`config.mk`:
```
export PLATFORM = sky130hd
export DESIGN_NAME = sha1_hash_engine_unit
export DESIGN_NICKNAME = d
export VERILOG_FILES = /design/src/design/sha1e_pkg.sv /design/src/design/sha1_hash_engine_unit.sv /design/src/design/sha1e_front.sv /design/src/design/sha1e_back.sv
export SDC_FILE = /design/constraint.sdc
export NUM_CORES = 2
export LEC_CHECK = 0
export BUFFER_PORTS_ARGS = -buffer_cell sky130_fd_sc_hd__buf_4
export CORE_MARGIN = 2
export CORE_UTILIZATION = 40
export CTS_CLUSTER_DIAMETER = 100
export DETAILED_ROUTE_END_ITERATION = 16
export PLACE_DENSITY = 0.62
export SYNTH_ARGS = -nofsm -noshare
export SYNTH_HDL_FRONTEND = slang
export SYNTH_SLANG_ARGS = --single-unit
```
`constraint.sdc`:
```
create_clock -name aclk -period 31.7 [get_ports aclk]
set_clock_uncertainty 0.15 [all_clocks]
set_input_delay 6.34 -clock aclk [delete_from_list [all_inputs] [get_ports aclk]]
set_output_delay 6.34 -clock aclk [all_outputs]
set_load 0.01 [all_outputs]
```
`src/design/sha1e_pkg.sv`:
```
package sha1e_pkg;

    localparam int SHA1E_QUEUE_DEPTH = 2;
    localparam int NUM_CHAIN         = 5;
    localparam int BLOCK_WORDS       = 16;
    localparam int NUM_ROUNDS        = 80;

    typedef logic [31:0] word_t;

    localparam word_t K_R0 = 32'h5A827999;
    localparam word_t K_R1 = 32'h6ED9EBA1;
    localparam word_t K_R2 = 32'h8F1BBCDC;
    localparam word_t K_R3 = 32'hCA62C1D6;

    localparam word_t H_INIT0 = 32'h67452301;
    localparam word_t H_INIT1 = 32'hefcdab89;
    localparam word_t H_INIT2 = 32'h98badcfe;
    localparam word_t H_INIT3 = 32'h10325476;
    localparam word_t H_INIT4 = 32'hc3d2e1f0;

    localparam logic [7:0] PAD_BYTE = 8'h80;
    localparam word_t PAD_MARK = {PAD_BYTE, 24'h000000};

    typedef enum logic [1:0] {
        KIND_WORD,
        KIND_LAST_FULL,
        KIND_LAST_PART
    } kind_t;

    typedef struct packed {
        word_t       data;
        kind_t       kind;
        logic [2:0]  nbytes;
    } qentry_t;

    typedef enum logic [2:0] {
        ST_TAKE,
        ST_MARK,
        ST_PAD,
        ST_LEN_LO,
        ST_ROUND,
        ST_ADD,
        ST_OUT
    } state_t;

    function automatic word_t init_word(input logic [2:0] idx);
        word_t w;
        case (idx)
            3'd0: w = H_INIT0;
            3'd1: w = H_INIT1;
            3'd2: w = H_INIT2;
            3'd3: w = H_INIT3;
            3'd4: w = H_INIT4;
            default: w = H_INIT0;
        endcase
        return w;
    endfunction

endpackage

```
`src/design/sha1_hash_engine_unit.sv`:
```
// sha-1 hash engine
// input channel (s_): one message word per transaction, big-endian, with
// s_byte_count valid bytes (high-order first) and s_last_word on the final
// word; byte count matters only on the last word, values above four act as four
// result channel (m_): five transactions per message carrying the digest,
// m_word_index 0 (most significant) to 4, m_last_digest on index 4
// a two-entry input queue lets the sender run ahead of the compression core
// words enter the block buffer one at a time; every sixteenth word starts a
// compression (80 rounds at one per cycle, then the chaining add), during which
// the core takes no words from the queue
// after the last word the core pads (up to two blocks of 16 words),
// compresses once or twice, then presents the digest words at one per cycle
// while the receiver is ready; the core then takes the next message
// reset (aresetn low at a clock edge) empties the queue, restores the initial
// chaining value and clears the bit count
// a stalled receiver holds the current digest word; the queue keeps
// accepting words until it fills
module sha1_hash_engine_unit #(
    parameter int QUEUE_DEPTH = sha1e_pkg::SHA1E_QUEUE_DEPTH
) (
    input  logic        aclk,
    input  logic        aresetn,
    input  logic        s_valid,
    output logic        s_ready,
    input  logic [31:0] s_data_word,
    input  logic [2:0]  s_byte_count,
    input  logic        s_last_word,
    output logic        m_valid,
    input  logic        m_ready,
    output logic [31:0] m_digest_word,
    output logic [2:0]  m_word_index,
    output logic        m_last_digest
);

    logic               q_valid;
    logic               q_pop;
    sha1e_pkg::qentry_t q_entry;

    sha1e_front #(
        .QUEUE_DEPTH (QUEUE_DEPTH)
    ) u_front (
        .aclk         (aclk),
        .aresetn      (aresetn),
        .s_valid      (s_valid),
        .s_ready      (s_ready),
        .s_data_word  (s_data_word),
        .s_byte_count (s_byte_count),
        .s_last_word  (s_last_word),
        .q_valid      (q_valid),
        .q_entry      (q_entry),
        .q_pop        (q_pop)
    );

    sha1e_back u_back (
        .aclk          (aclk),
        .aresetn       (aresetn),
        .q_valid       (q_valid),
        .q_entry       (q_entry),
        .q_pop         (q_pop),
        .m_valid       (m_valid),
        .m_ready       (m_ready),
        .m_digest_word (m_digest_word),
        .m_word_index  (m_word_index),
        .m_last_digest (m_last_digest)
    );

endmodule

```
`src/design/sha1e_front.sv`:
```
module sha1e_front #(
    parameter int QUEUE_DEPTH = sha1e_pkg::SHA1E_QUEUE_DEPTH
) (
    input  logic              aclk,
    input  logic              aresetn,
    input  logic              s_valid,
    output logic              s_ready,
    input  logic [31:0]       s_data_word,
    input  logic [2:0]        s_byte_count,
    input  logic              s_last_word,
    output logic              q_valid,
    output sha1e_pkg::qentry_t q_entry,
    input  logic              q_pop
);

    localparam int PTR_W = (QUEUE_DEPTH > 1) ? $clog2(QUEUE_DEPTH) : 1;
    localparam int CNT_W = $clog2(QUEUE_DEPTH + 1);

    sha1e_pkg::qentry_t queue_mem [QUEUE_DEPTH];
    sha1e_pkg::qentry_t in_entry;

    logic [PTR_W-1:0] wr_ptr_reg, wr_ptr_next;
    logic [PTR_W-1:0] rd_ptr_reg, rd_ptr_next;
    logic [CNT_W-1:0] count_reg, count_next;
    logic [2:0]       cnt_sat;
    logic             push, pop;

    // classify: saturate count, mask unused bytes, place pad marker
    always_comb begin
        cnt_sat = (s_byte_count > 3'd4) ? 3'd4 : s_byte_count;
        in_entry.data   = s_data_word;
        in_entry.kind   = sha1e_pkg::KIND_WORD;
        in_entry.nbytes = 3'd4;
        if (s_last_word) begin
            in_entry.nbytes = cnt_sat;
            if (cnt_sat == 3'd4) begin
                in_entry.kind = sha1e_pkg::KIND_LAST_FULL;
            end else begin
                in_entry.kind = sha1e_pkg::KIND_LAST_PART;
                case (cnt_sat)
                    3'd0: in_entry.data = sha1e_pkg::PAD_MARK;
                    3'd1: in_entry.data = {s_data_word[31:24], sha1e_pkg::PAD_BYTE, 16'h0000};
                    3'd2: in_entry.data = {s_data_word[31:16], sha1e_pkg::PAD_BYTE, 8'h00};
                    3'd3: in_entry.data = {s_data_word[31:8], sha1e_pkg::PAD_BYTE};
                    default: in_entry.data = s_data_word;
                endcase
            end
        end
    end

    assign s_ready = (count_reg != CNT_W'(QUEUE_DEPTH));
    assign q_valid = (count_reg != '0);
    assign q_entry = queue_mem[rd_ptr_reg];
    assign push    = s_valid && s_ready;
    assign pop     = q_pop && q_valid;

    always_comb begin
        wr_ptr_next = wr_ptr_reg;
        rd_ptr_next = rd_ptr_reg;
        count_next  = count_reg;
        if (push) begin
            wr_ptr_next = (wr_ptr_reg == PTR_W'(QUEUE_DEPTH - 1)) ? '0 : wr_ptr_reg + PTR_W'(1);
        end
        if (pop) begin
            rd_ptr_next = (rd_ptr_reg == PTR_W'(QUEUE_DEPTH - 1)) ? '0 : rd_ptr_reg + PTR_W'(1);
        end
        case ({push, pop})
            2'b10: count_next = count_reg + CNT_W'(1);
            2'b01: count_next = count_reg - CNT_W'(1);
            default: count_next = count_reg;
        endcase
    end

    always_ff @(posedge aclk) begin
        if (!aresetn) begin
            wr_ptr_reg <= '0;
            rd_ptr_reg <= '0;
            count_reg  <= '0;
        end else begin
            wr_ptr_reg <= wr_ptr_next;
            rd_ptr_reg <= rd_ptr_next;
            count_reg  <= count_next;
        end
    end

    always_ff @(posedge aclk) begin
        if (push) begin
            queue_mem[wr_ptr_reg] <= in_entry;
        end
    end

endmodule

```
`src/design/sha1e_back.sv`:
```
module sha1e_back (
    input  logic               aclk,
    input  logic               aresetn,
    input  logic               q_valid,
    input  sha1e_pkg::qentry_t q_entry,
    output logic               q_pop,
    output logic               m_valid,
    input  logic               m_ready,
    output logic [31:0]        m_digest_word,
    output logic [2:0]         m_word_index,
    output logic               m_last_digest
);

    sha1e_pkg::state_t state_reg, state_next;
    sha1e_pkg::state_t ret_reg, ret_next;
    sha1e_pkg::state_t after_push;

    sha1e_pkg::word_t chain_reg [sha1e_pkg::NUM_CHAIN];
    sha1e_pkg::word_t work_reg  [sha1e_pkg::NUM_CHAIN];
    sha1e_pkg::word_t sched_reg [sha1e_pkg::BLOCK_WORDS];

    logic [3:0]  wib_reg;
    logic [6:0]  round_reg;
    logic [63:0] bits_reg;
    logic [2:0]  dig_idx_reg;

    logic        m_valid_reg;
    logic [31:0] out_word_reg;
    logic [2:0]  out_idx_reg;
    logic        out_last_reg;

    logic             push_en;
    sha1e_pkg::word_t push_word;
    logic             load_out;
    logic             block_full;

    sha1e_pkg::word_t rnd_f, rnd_k, rnd_t, sched_new, sched_mix;

    assign block_full = (wib_reg == 4'(sha1e_pkg::BLOCK_WORDS - 1));

    // output decode
    always_comb begin
        push_en   = 1'b0;
        push_word = '0;
        q_pop     = 1'b0;
        load_out  = 1'b0;
        case (state_reg)
            sha1e_pkg::ST_TAKE: begin
                if (q_valid) begin
                    q_pop     = 1'b1;
                    push_en   = 1'b1;
                    push_word = q_entry.data;
                end
            end
            sha1e_pkg::ST_MARK: begin
                push_en   = 1'b1;
                push_word = sha1e_pkg::PAD_MARK;
            end
            sha1e_pkg::ST_PAD: begin
                push_en   = 1'b1;
                push_word = (wib_reg == 4'd14) ? bits_reg[63:32] : '0;
            end
            sha1e_pkg::ST_LEN_LO: begin
                push_en   = 1'b1;
                push_word = bits_reg[31:0];
            end
            sha1e_pkg::ST_OUT: begin
                load_out = !m_valid_reg || m_ready;
            end
            default: begin
                push_en = 1'b0;
            end
        endcase
    end

    // next state
    always_comb begin
        state_next = state_reg;
        ret_next   = ret_reg;
        after_push = state_reg;
        case (state_reg)
            sha1e_pkg::ST_TAKE: begin
                case (q_entry.kind)
                    sha1e_pkg::KIND_LAST_FULL: after_push = sha1e_pkg::ST_MARK;
                    sha1e_pkg::KIND_LAST_PART: after_push = sha1e_pkg::ST_PAD;
                    default:                   after_push = sha1e_pkg::ST_TAKE;
                endcase
            end
            sha1e_pkg::ST_MARK:   after_push = sha1e_pkg::ST_PAD;
            sha1e_pkg::ST_PAD:    after_push = (wib_reg == 4'd14) ? sha1e_pkg::ST_LEN_LO
                                                                  : sha1e_pkg::ST_PAD;
            sha1e_pkg::ST_LEN_LO: after_push = sha1e_pkg::ST_OUT;
            default:              after_push = state_reg;
        endcase
        case (state_reg)
            sha1e_pkg::ST_ROUND: begin
                if (round_reg == 7'(sha1e_pkg::NUM_ROUNDS - 1)) begin
                    state_next = sha1e_pkg::ST_ADD;
                end
            end
            sha1e_pkg::ST_ADD: begin
                state_next = ret_reg;
            end
            sha1e_pkg::ST_OUT: begin
                if (load_out && dig_idx_reg == 3'(sha1e_pkg::NUM_CHAIN - 1)) begin
                    state_next = sha1e_pkg::ST_TAKE;
                end
            end
            default: begin
                if (push_en) begin
                    if (block_full) begin
                        state_next = sha1e_pkg::ST_ROUND;
                        ret_next   = after_push;
                    end else begin
                        state_next = after_push;
                    end
                end
            end
        endcase
    end

    // round function
    always_comb begin
        if (round_reg < 7'd20) begin
            rnd_f = (work_reg[1] & work_reg[2]) | (~work_reg[1] & work_reg[3]);
            rnd_k = sha1e_pkg::K_R0;
        end else if (round_reg < 7'd40) begin
            rnd_f = work_reg[1] ^ work_reg[2] ^ work_reg[3];
            rnd_k = sha1e_pkg::K_R1;
        end else if (round_reg < 7'd60) begin
            rnd_f = (work_reg[1] & work_reg[2]) | (work_reg[1] & work_reg[3])
                  | (work_reg[2] & work_reg[3]);
            rnd_k = sha1e_pkg::K_R2;
        end else begin
            rnd_f = work_reg[1] ^ work_reg[2] ^ work_reg[3];
            rnd_k = sha1e_pkg::K_R3;
        end
        rnd_t = {work_reg[0][26:0], work_reg[0][31:27]} + rnd_f + work_reg[4]
              + rnd_k + sched_reg[0];
        sched_mix = sched_reg[13] ^ sched_reg[8] ^ sched_reg[2] ^ sched_reg[0];
        sched_new = {sched_mix[30:0], sched_mix[31]};
    end

    always_ff @(posedge aclk) begin
        if (!aresetn) begin
            state_reg   <= sha1e_pkg::ST_TAKE;
            ret_reg     <= sha1e_pkg::ST_TAKE;
            wib_reg     <= '0;
            round_reg   <= '0;
            bits_reg    <= '0;
            dig_idx_reg <= '0;
            m_valid_reg <= 1'b0;
            for (int i = 0; i < sha1e_pkg::NUM_CHAIN; i++) begin
                chain_reg[i] <= sha1e_pkg::init_word(3'(i));
            end
        end else begin
            state_reg <= state_next;
            ret_reg   <= ret_next;
            if (push_en) begin
                wib_reg <= wib_reg + 4'd1;
            end
            if (q_pop) begin
                bits_reg <= bits_reg + {58'd0, q_entry.nbytes, 3'b000};
            end
            if (state_reg == sha1e_pkg::ST_ROUND) begin
                round_reg <= (round_reg == 7'(sha1e_pkg::NUM_ROUNDS - 1)) ? '0
                                                                         : round_reg + 7'd1;
            end
            if (state_reg == sha1e_pkg::ST_ADD) begin
                for (int i = 0; i < sha1e_pkg::NUM_CHAIN; i++) begin
                    chain_reg[i] <= chain_reg[i] + work_reg[i];
                end
            end
            if (load_out) begin
                m_valid_reg <= 1'b1;
                if (dig_idx_reg == 3'(sha1e_pkg::NUM_CHAIN - 1)) begin
                    dig_idx_reg <= '0;
                    bits_reg    <= '0;
                    for (int i = 0; i < sha1e_pkg::NUM_CHAIN; i++) begin
                        chain_reg[i] <= sha1e_pkg::init_word(3'(i));
                    end
                end else begin
                    dig_idx_reg <= dig_idx_reg + 3'd1;
                end
            end else if (m_valid_reg && m_ready) begin
                m_valid_reg <= 1'b0;
            end
        end
    end

    always_ff @(posedge aclk) begin
        if (push_en) begin
            for (int i = 0; i < sha1e_pkg::BLOCK_WORDS - 1; i++) begin
                sched_reg[i] <= sched_reg[i + 1];
            end
            sched_reg[sha1e_pkg::BLOCK_WORDS - 1] <= push_word;
        end else if (state_reg == sha1e_pkg::ST_ROUND) begin
            for (int i = 0; i < sha1e_pkg::BLOCK_WORDS - 1; i++) begin
                sched_reg[i] <= sched_reg[i + 1];
            end
            sched_reg[sha1e_pkg::BLOCK_WORDS - 1] <= sched_new;
        end
        if (push_en && block_full) begin
            for (int i = 0; i < sha1e_pkg::NUM_CHAIN; i++) begin
                work_reg[i] <= chain_reg[i];
            end
        end else if (state_reg == sha1e_pkg::ST_ROUND) begin
            work_reg[0] <= rnd_t;
            work_reg[1] <= work_reg[0];
            work_reg[2] <= {work_reg[1][1:0], work_reg[1][31:2]};
            work_reg[3] <= work_reg[2];
            work_reg[4] <= work_reg[3];
        end
        if (load_out) begin
            out_word_reg <= chain_reg[dig_idx_reg];
            out_idx_reg  <= dig_idx_reg;
            out_last_reg <= (dig_idx_reg == 3'(sha1e_pkg::NUM_CHAIN - 1));
        end
    end

    assign m_valid       = m_valid_reg;
    assign m_digest_word = out_word_reg;
    assign m_word_index  = out_idx_reg;
    assign m_last_digest = out_last_reg;

endmodule

```
# [Yosys cells after proc, flatten, opt, wreduce, memory -nomap -nowiden]
# Memory sizes are Yosys's and may differ from the RTL's. A register that Yosys moved wholly into a read port is not among the register bits.
# Cells that the tools add are included.
[totals] regBits=93 mem_bits_rw=906 in_bits=40 elab_cells=228 memories=4
[memory_table] memory="u_back.sched_reg" depth=16 word_bits=32 rd=16 rd_clocked_by_memory_dff=0 write_ports=16 line_no="sha1e_back.sv:20" rtl="sha1e_pkg::word_t sched_reg [sha1e_pkg::BLOCK_WORDS];"
[memory_table] memory="u_back.chain_reg" depth=5 word_bits=32 rd=6 rd_clocked_by_memory_dff=1 write_ports=5 line_no="sha1e_back.sv:18" rtl="sha1e_pkg::word_t chain_reg [sha1e_pkg::NUM_CHAIN];"
[memory_table] memory="u_back.work_reg" depth=5 word_bits=32 rd=5 rd_clocked_by_memory_dff=0 write_ports=5 line_no="sha1e_back.sv:19" rtl="sha1e_pkg::word_t work_reg [sha1e_pkg::NUM_CHAIN];"
[memory_table] memory="u_front.queue_mem" depth=2 word_bits=37 rd=1 rd_clocked_by_memory_dff=1 write_ports=1 line_no="sha1e_front.sv:19" rtl="sha1e_pkg::qentry_t queue_mem [QUEUE_DEPTH];"
[op_classes] add_sub_neg=17 order_cmp=4 eq_ne=21 mux=108 bitwise_logic=45 n_reduce_logical=17
[op_table] op="32-bit 2-to-1 mux" n=59
[op_table] op="32-bit adder" n=9
[op_table] op="32-bit case mux with 4 select lines" n=2
[op_table] op="64-bit 2-to-1 mux" n=3
[op_table] op="32-bit XOR" n=5
[op_table] op="32-bit AND" n=4
[op_table] op="32-bit OR" n=3
[op_table] op="64-bit by 6-bit adder with 64-bit output" n=1
[op_table] op="37-bit 2-to-1 mux" n=1
[op_table] op="32-bit NOT" n=1
[op_table] op="31-bit 2-to-1 mux" n=1
[op_table] op="1-bit OR" n=31
[op_table] op="1-bit 2-to-1 mux" n=29
[op_table] op="3-bit 2-to-1 mux" n=6
[op_table] op="3-bit equality test, second input constant" n=5
[op_table] op="7-bit by 6-bit less-than comparator with 1-bit output, second input constant" n=2
[op_table] op="3-bit by 2-bit equality test with 1-bit output, second input constant" n=4
[op_table] op="3-bit case mux with 4 select lines" n=1
[op_table] op="3-bit case mux with 3 select lines" n=1
[op_table] op="4-bit equality test, second input constant" n=2
[op_table] op="2-bit case mux with 2 select lines" n=2
[op_table] op="7-bit by 1-bit adder with 7-bit output, second input constant" n=1
[op_table] op="7-bit equality test, second input constant" n=1
[op_table] op="7-bit by 5-bit less-than comparator with 1-bit output, second input constant" n=1
[op_table] op="other kinds (23)" n=37

# [Depth between registers and ports, before layout]
# An unclocked memory read counts as a cell.
[depth] word_depth=12 ltp_mapped=24 depth_no_buf=22

# [Hierarchy]
# A second synthesis with hierarchy kept.
[unflattened] cells_unflattened=4056 area_unflattened_um2=51052.7
[by_module_without_submodules] mod="sha1e_back" n_inst=1 cells_each=3873 area_per_inst_um2=47877.2
[by_module_without_submodules] mod="sha1e_front" n_inst=1 cells_each=183 area_per_inst_um2=3175.5

# [Worst setup path before layout]
# No wires, ideal clock.
[synth_path] path_kind="in2reg" start="in m_ready" end="mem u_back.chain_reg[0][0] (netlist name), enable pin" arrival_time_ns=13.216 required_ns=31.031 slack_ns=17.815 cell_stages=6 cell_sequence="nor2b_1 -> nor3_1 -> nand2_1 -> nand2_1 -> clkbuf_1 -> a21o_1"
[synth_rtl] item="start, declared" line_no="sha1_hash_engine_unit.sv:29" rtl="input logic m_ready,"
[synth_rtl] item="end, declared" line_no="sha1e_back.sv:18"

==> reports/metrics.yaml <==
run_status:
  status: "finished clean"
critical_path:
  path_buf_inv: 4
  crit_chain: "buf_4, nor2b_1, nor3_2, buf_4, nand2_1, nand2_2, buf_4, a21o_4, buf_4"
  arrival_ns: 9.69
  required_ns: 31.86
  worstSetupPathType: "in2reg"
  cp_common_cell: "buf_4"
  path_delay_family: "buffers and inverters"
  critPathMaxFanout: 65
  crit_path_top_delay_cell: "buf_4"
  worst_setup_path_end_kind: "flop"
  crit_path_start_kind: "input port"
  cp_slowest_stage_delay_ns: 0.91
detailed_routing:
  ant_nets: 0
  routedWlPerCell_um: 21.3
  drtIter0Drc: 3315
  detail_route.wirelength_um: 128000
  route.detailed.drc: 0
  via_count: 32600
  first_pass_iters: 8
  routed_via_density: 5.45
hold_path:
  min_path_type: "reg2reg"
yosys:
  ys.flop_type: "edfxtp_1"
  synth_edf_count: 942
  netlist_area_um2: 51400
  yosysUniqueCellTypes: 86
  synth.most_common_cell: "edfxtp_1"
  synth_nets: 4504
  synthTopCellsByArea: "edfxtp_1, ha_1, fa_1"
  syn_area_per_cell_um2: 12.4
  netlist_instances: 4136
  yosys_register_bits: 1029
  synth_commonest_cells: "edfxtp_1, nand2_1, nor2_1, inv_1, ha_1"
  synth_top_area_share: 0.550
  async_reset_ff_frac: 0
  synth-seq-area-share: 0.584
  synth_largest_area_cell: "edfxtp_1"
  yosysWarnings: 0
timing:
  fmax_mhz: 105
  rsz0062_at_grt: "false"
  period_share: 0.301
  tightest_slew_ns: 1.13
  relSlewSlack: 0.245
  setup_violations: 0
  timing.setup.tns_ns: 0
  setup_ws_ns: 22.17
  slew_violations: 0
  finalHoldViolations: 0
  min_period_ns: 9.53
placed_design:
  port_buffers: 77
  dp_hpwl_um: 88500
  dp_slack_ns: 21.32
  gp_congestion: 0.916
floorplan:
  start_util: 0.403
  core-area_um2: 128000
  die_y_um: 362
  fp.dieW_um: 362
  num_rows: 131
  dieArea_um2: 131000
  io_pins: 78
grt:
  grtUsageTotal: 0.192
  antenna_found_initial: 1
  grt.met3_usage: 0.0357
  grt.met1_usage: 0.274
  grt_max_degree: 206
  grt_pass1_wl_um: 192000
  grt_busiest_layer: "met2"
  grt_pass1_vias: 31300
  grt.met2_usage: 0.295
  overflow: 0
power:
  power.leakage_nw: 21.1
  peakVddDrop_mv: 0.142
  finalPower_mw: 6.59
  power.density_nw_per_um2: 115
clock_network:
  cts_setup_buffers: 0
  cts_resized: 0
  cts-buffers-inserted: 104
  clkSlewWorstSetupHoldPaths_ns: 0.06
  insertion_delay_ns: 0.72
  clk_path_buf_depth: 3
  cts_root_buffer: "clkbuf_16"
  cts_tree: "built"
  clock_sinks: 1029
  postCtsHoldBufs: 0
  cts_max_level: 3
cells_and_area:
  fin_nets: 4602
  diodes: 0
  area_growth_pct: 11.7
  largest_reg_flops: 512
  layout-drive-gt1-share: 0.0997
run:
  cap_violations: 0
[cells in the final DEF, fill, tap and decap left out, types with 14 or more instances in the layout]
| cell type | n |
|---|---|
| edfxtp_1 | 942 |
| nand2_1 | 565 |
| nor2_1 | 267 |
| inv_1 | 235 |
| ha_1 | 208 |
| o21ai_0 | 199 |
| a21oi_1 | 160 |
| xnor2_1 | 159 |
| fa_1 | 120 |
| xor2_1 | 113 |
| buf_4 | 113 |
| clkbuf_16 | 106 |
| dfxtp_1 | 84 |
| a21o_1 | 73 |
| mux2_2 | 70 |
| nor3_1 | 67 |
| nand3_1 | 59 |
| o21a_1 | 49 |
| and3_1 | 45 |
| mux2i_1 | 43 |
| and2_1 | 37 |
| nor2b_1 | 34 |
| nand2b_1 | 33 |
| mux4_2 | 32 |
| a211oi_1 | 32 |
| nand4_1 | 29 |
| a31oi_1 | 28 |
| a222oi_1 | 27 |
| or3_1 | 25 |
| clkinv_2 | 24 |
| o211ai_1 | 21 |
| o21bai_1 | 19 |
| clkbuf_1 | 17 |
| o31ai_1 | 15 |
| clkinv_1 | 14 |
| o221ai_1 | 14 |
[power breakdown]
part / total (mW) / internal (mW) / switching [mW]
logic: 2.79 / 1.05 / 1.74
clock network: 1.26 / 0.708 / 0.547
registers: 2.54 / 2.28 / 0.265
total: 6.59 / 4.04 / 2.55
[path summary, 6_finish.rpt]
kind	start	depth (start not counted)	end	slack, ns
max	m_ready	9	u_back.chain_reg[3][16]$_SDFFCE_PP0P_	22.17
min	u_back.sched_reg[1][68]$_DFFE_PP_	0	u_back.sched_reg[1][36]$_DFFE_PP_	0.25
max reg2reg	u_back.round_reg[6]$_SDFFE_PN0P_	24	u_back.work_reg[0][31]$_DFFE_PP_	23.78
min reg2reg	u_back.sched_reg[1][68]$_DFFE_PP_	0	u_back.sched_reg[1][36]$_DFFE_PP_	0.25
[layer usage]
layer / part of all wire / vias up / wire length [um]
met5: 0.00016 / - / 20
met2: 0.45 / 971 / 57300
met1: 0.45 / 16100 / 57900
met3: 0.064 / 181 / 8130
li1: - / 15300 / -
met4: 0.034 / 2 / 4360
[per-stage QoR]
stage	hold WS, ns	util	cell area [um^2]	cells
global placement	0.250	0.423	54000	5790
floorplan	0.250	-	51400	4136
detailed placement	0.255	0.423	54000	5790
global route	0.245	0.450	57400	5983
CTS	0.243	0.450	57400	5983
finish	0.253	0.450	57400	5983
[worst register-to-register path, cell delays in order (launching register included)]
cell and delay [ns]:
dfxtp_1 0.45, or2_2 0.15, or2_2 0.09, buf_4 0.45, clkinv_1 0.81, nor2_2 0.35, buf_4 0.47, inv_2 0.26
buf_4 0.30, nor2_1 0.13, nor2_1 0.06, fa_1 0.46, fa_1 0.55, inv_1 0.06, fa_1 0.50, inv_1 0.04
ha_1 0.36, nand3_1 0.10, nor3_1 0.41, nand2_1 0.11, a21o_1 0.21, a31oi_1 0.49, o21ai_0 0.28, mux2i_1 0.17
a211o_1 0.27
[final cells by class]
cell class | instances | area (um^2)
Clock buffer | 132 | 2820
Clock inverter | 61 | 666
Fill cell | 11500 | 70100
Inverter | 239 | 897
Multi-Input combinational cell | 2746 | 20100
Sequential cell | 1029 | 30000
Tap cell | 1662 | 2080
Timing Repair Buffer | 114 | 868
[logic make-up after synthesis]
logic type,after synthesis,share of synthesized area
AND/OR/NAND/NOR,1241,0.110
flip-flops,1029,0.584
AO/OA/AOI/OAI,760,0.0979
buffers and inverters,361,0.0267
adder cells (fa/ha/maj),328,0.0974
XOR/XNOR,272,0.0463
multiplexers,145,0.0377
Power figures use the tool's default switching activity.
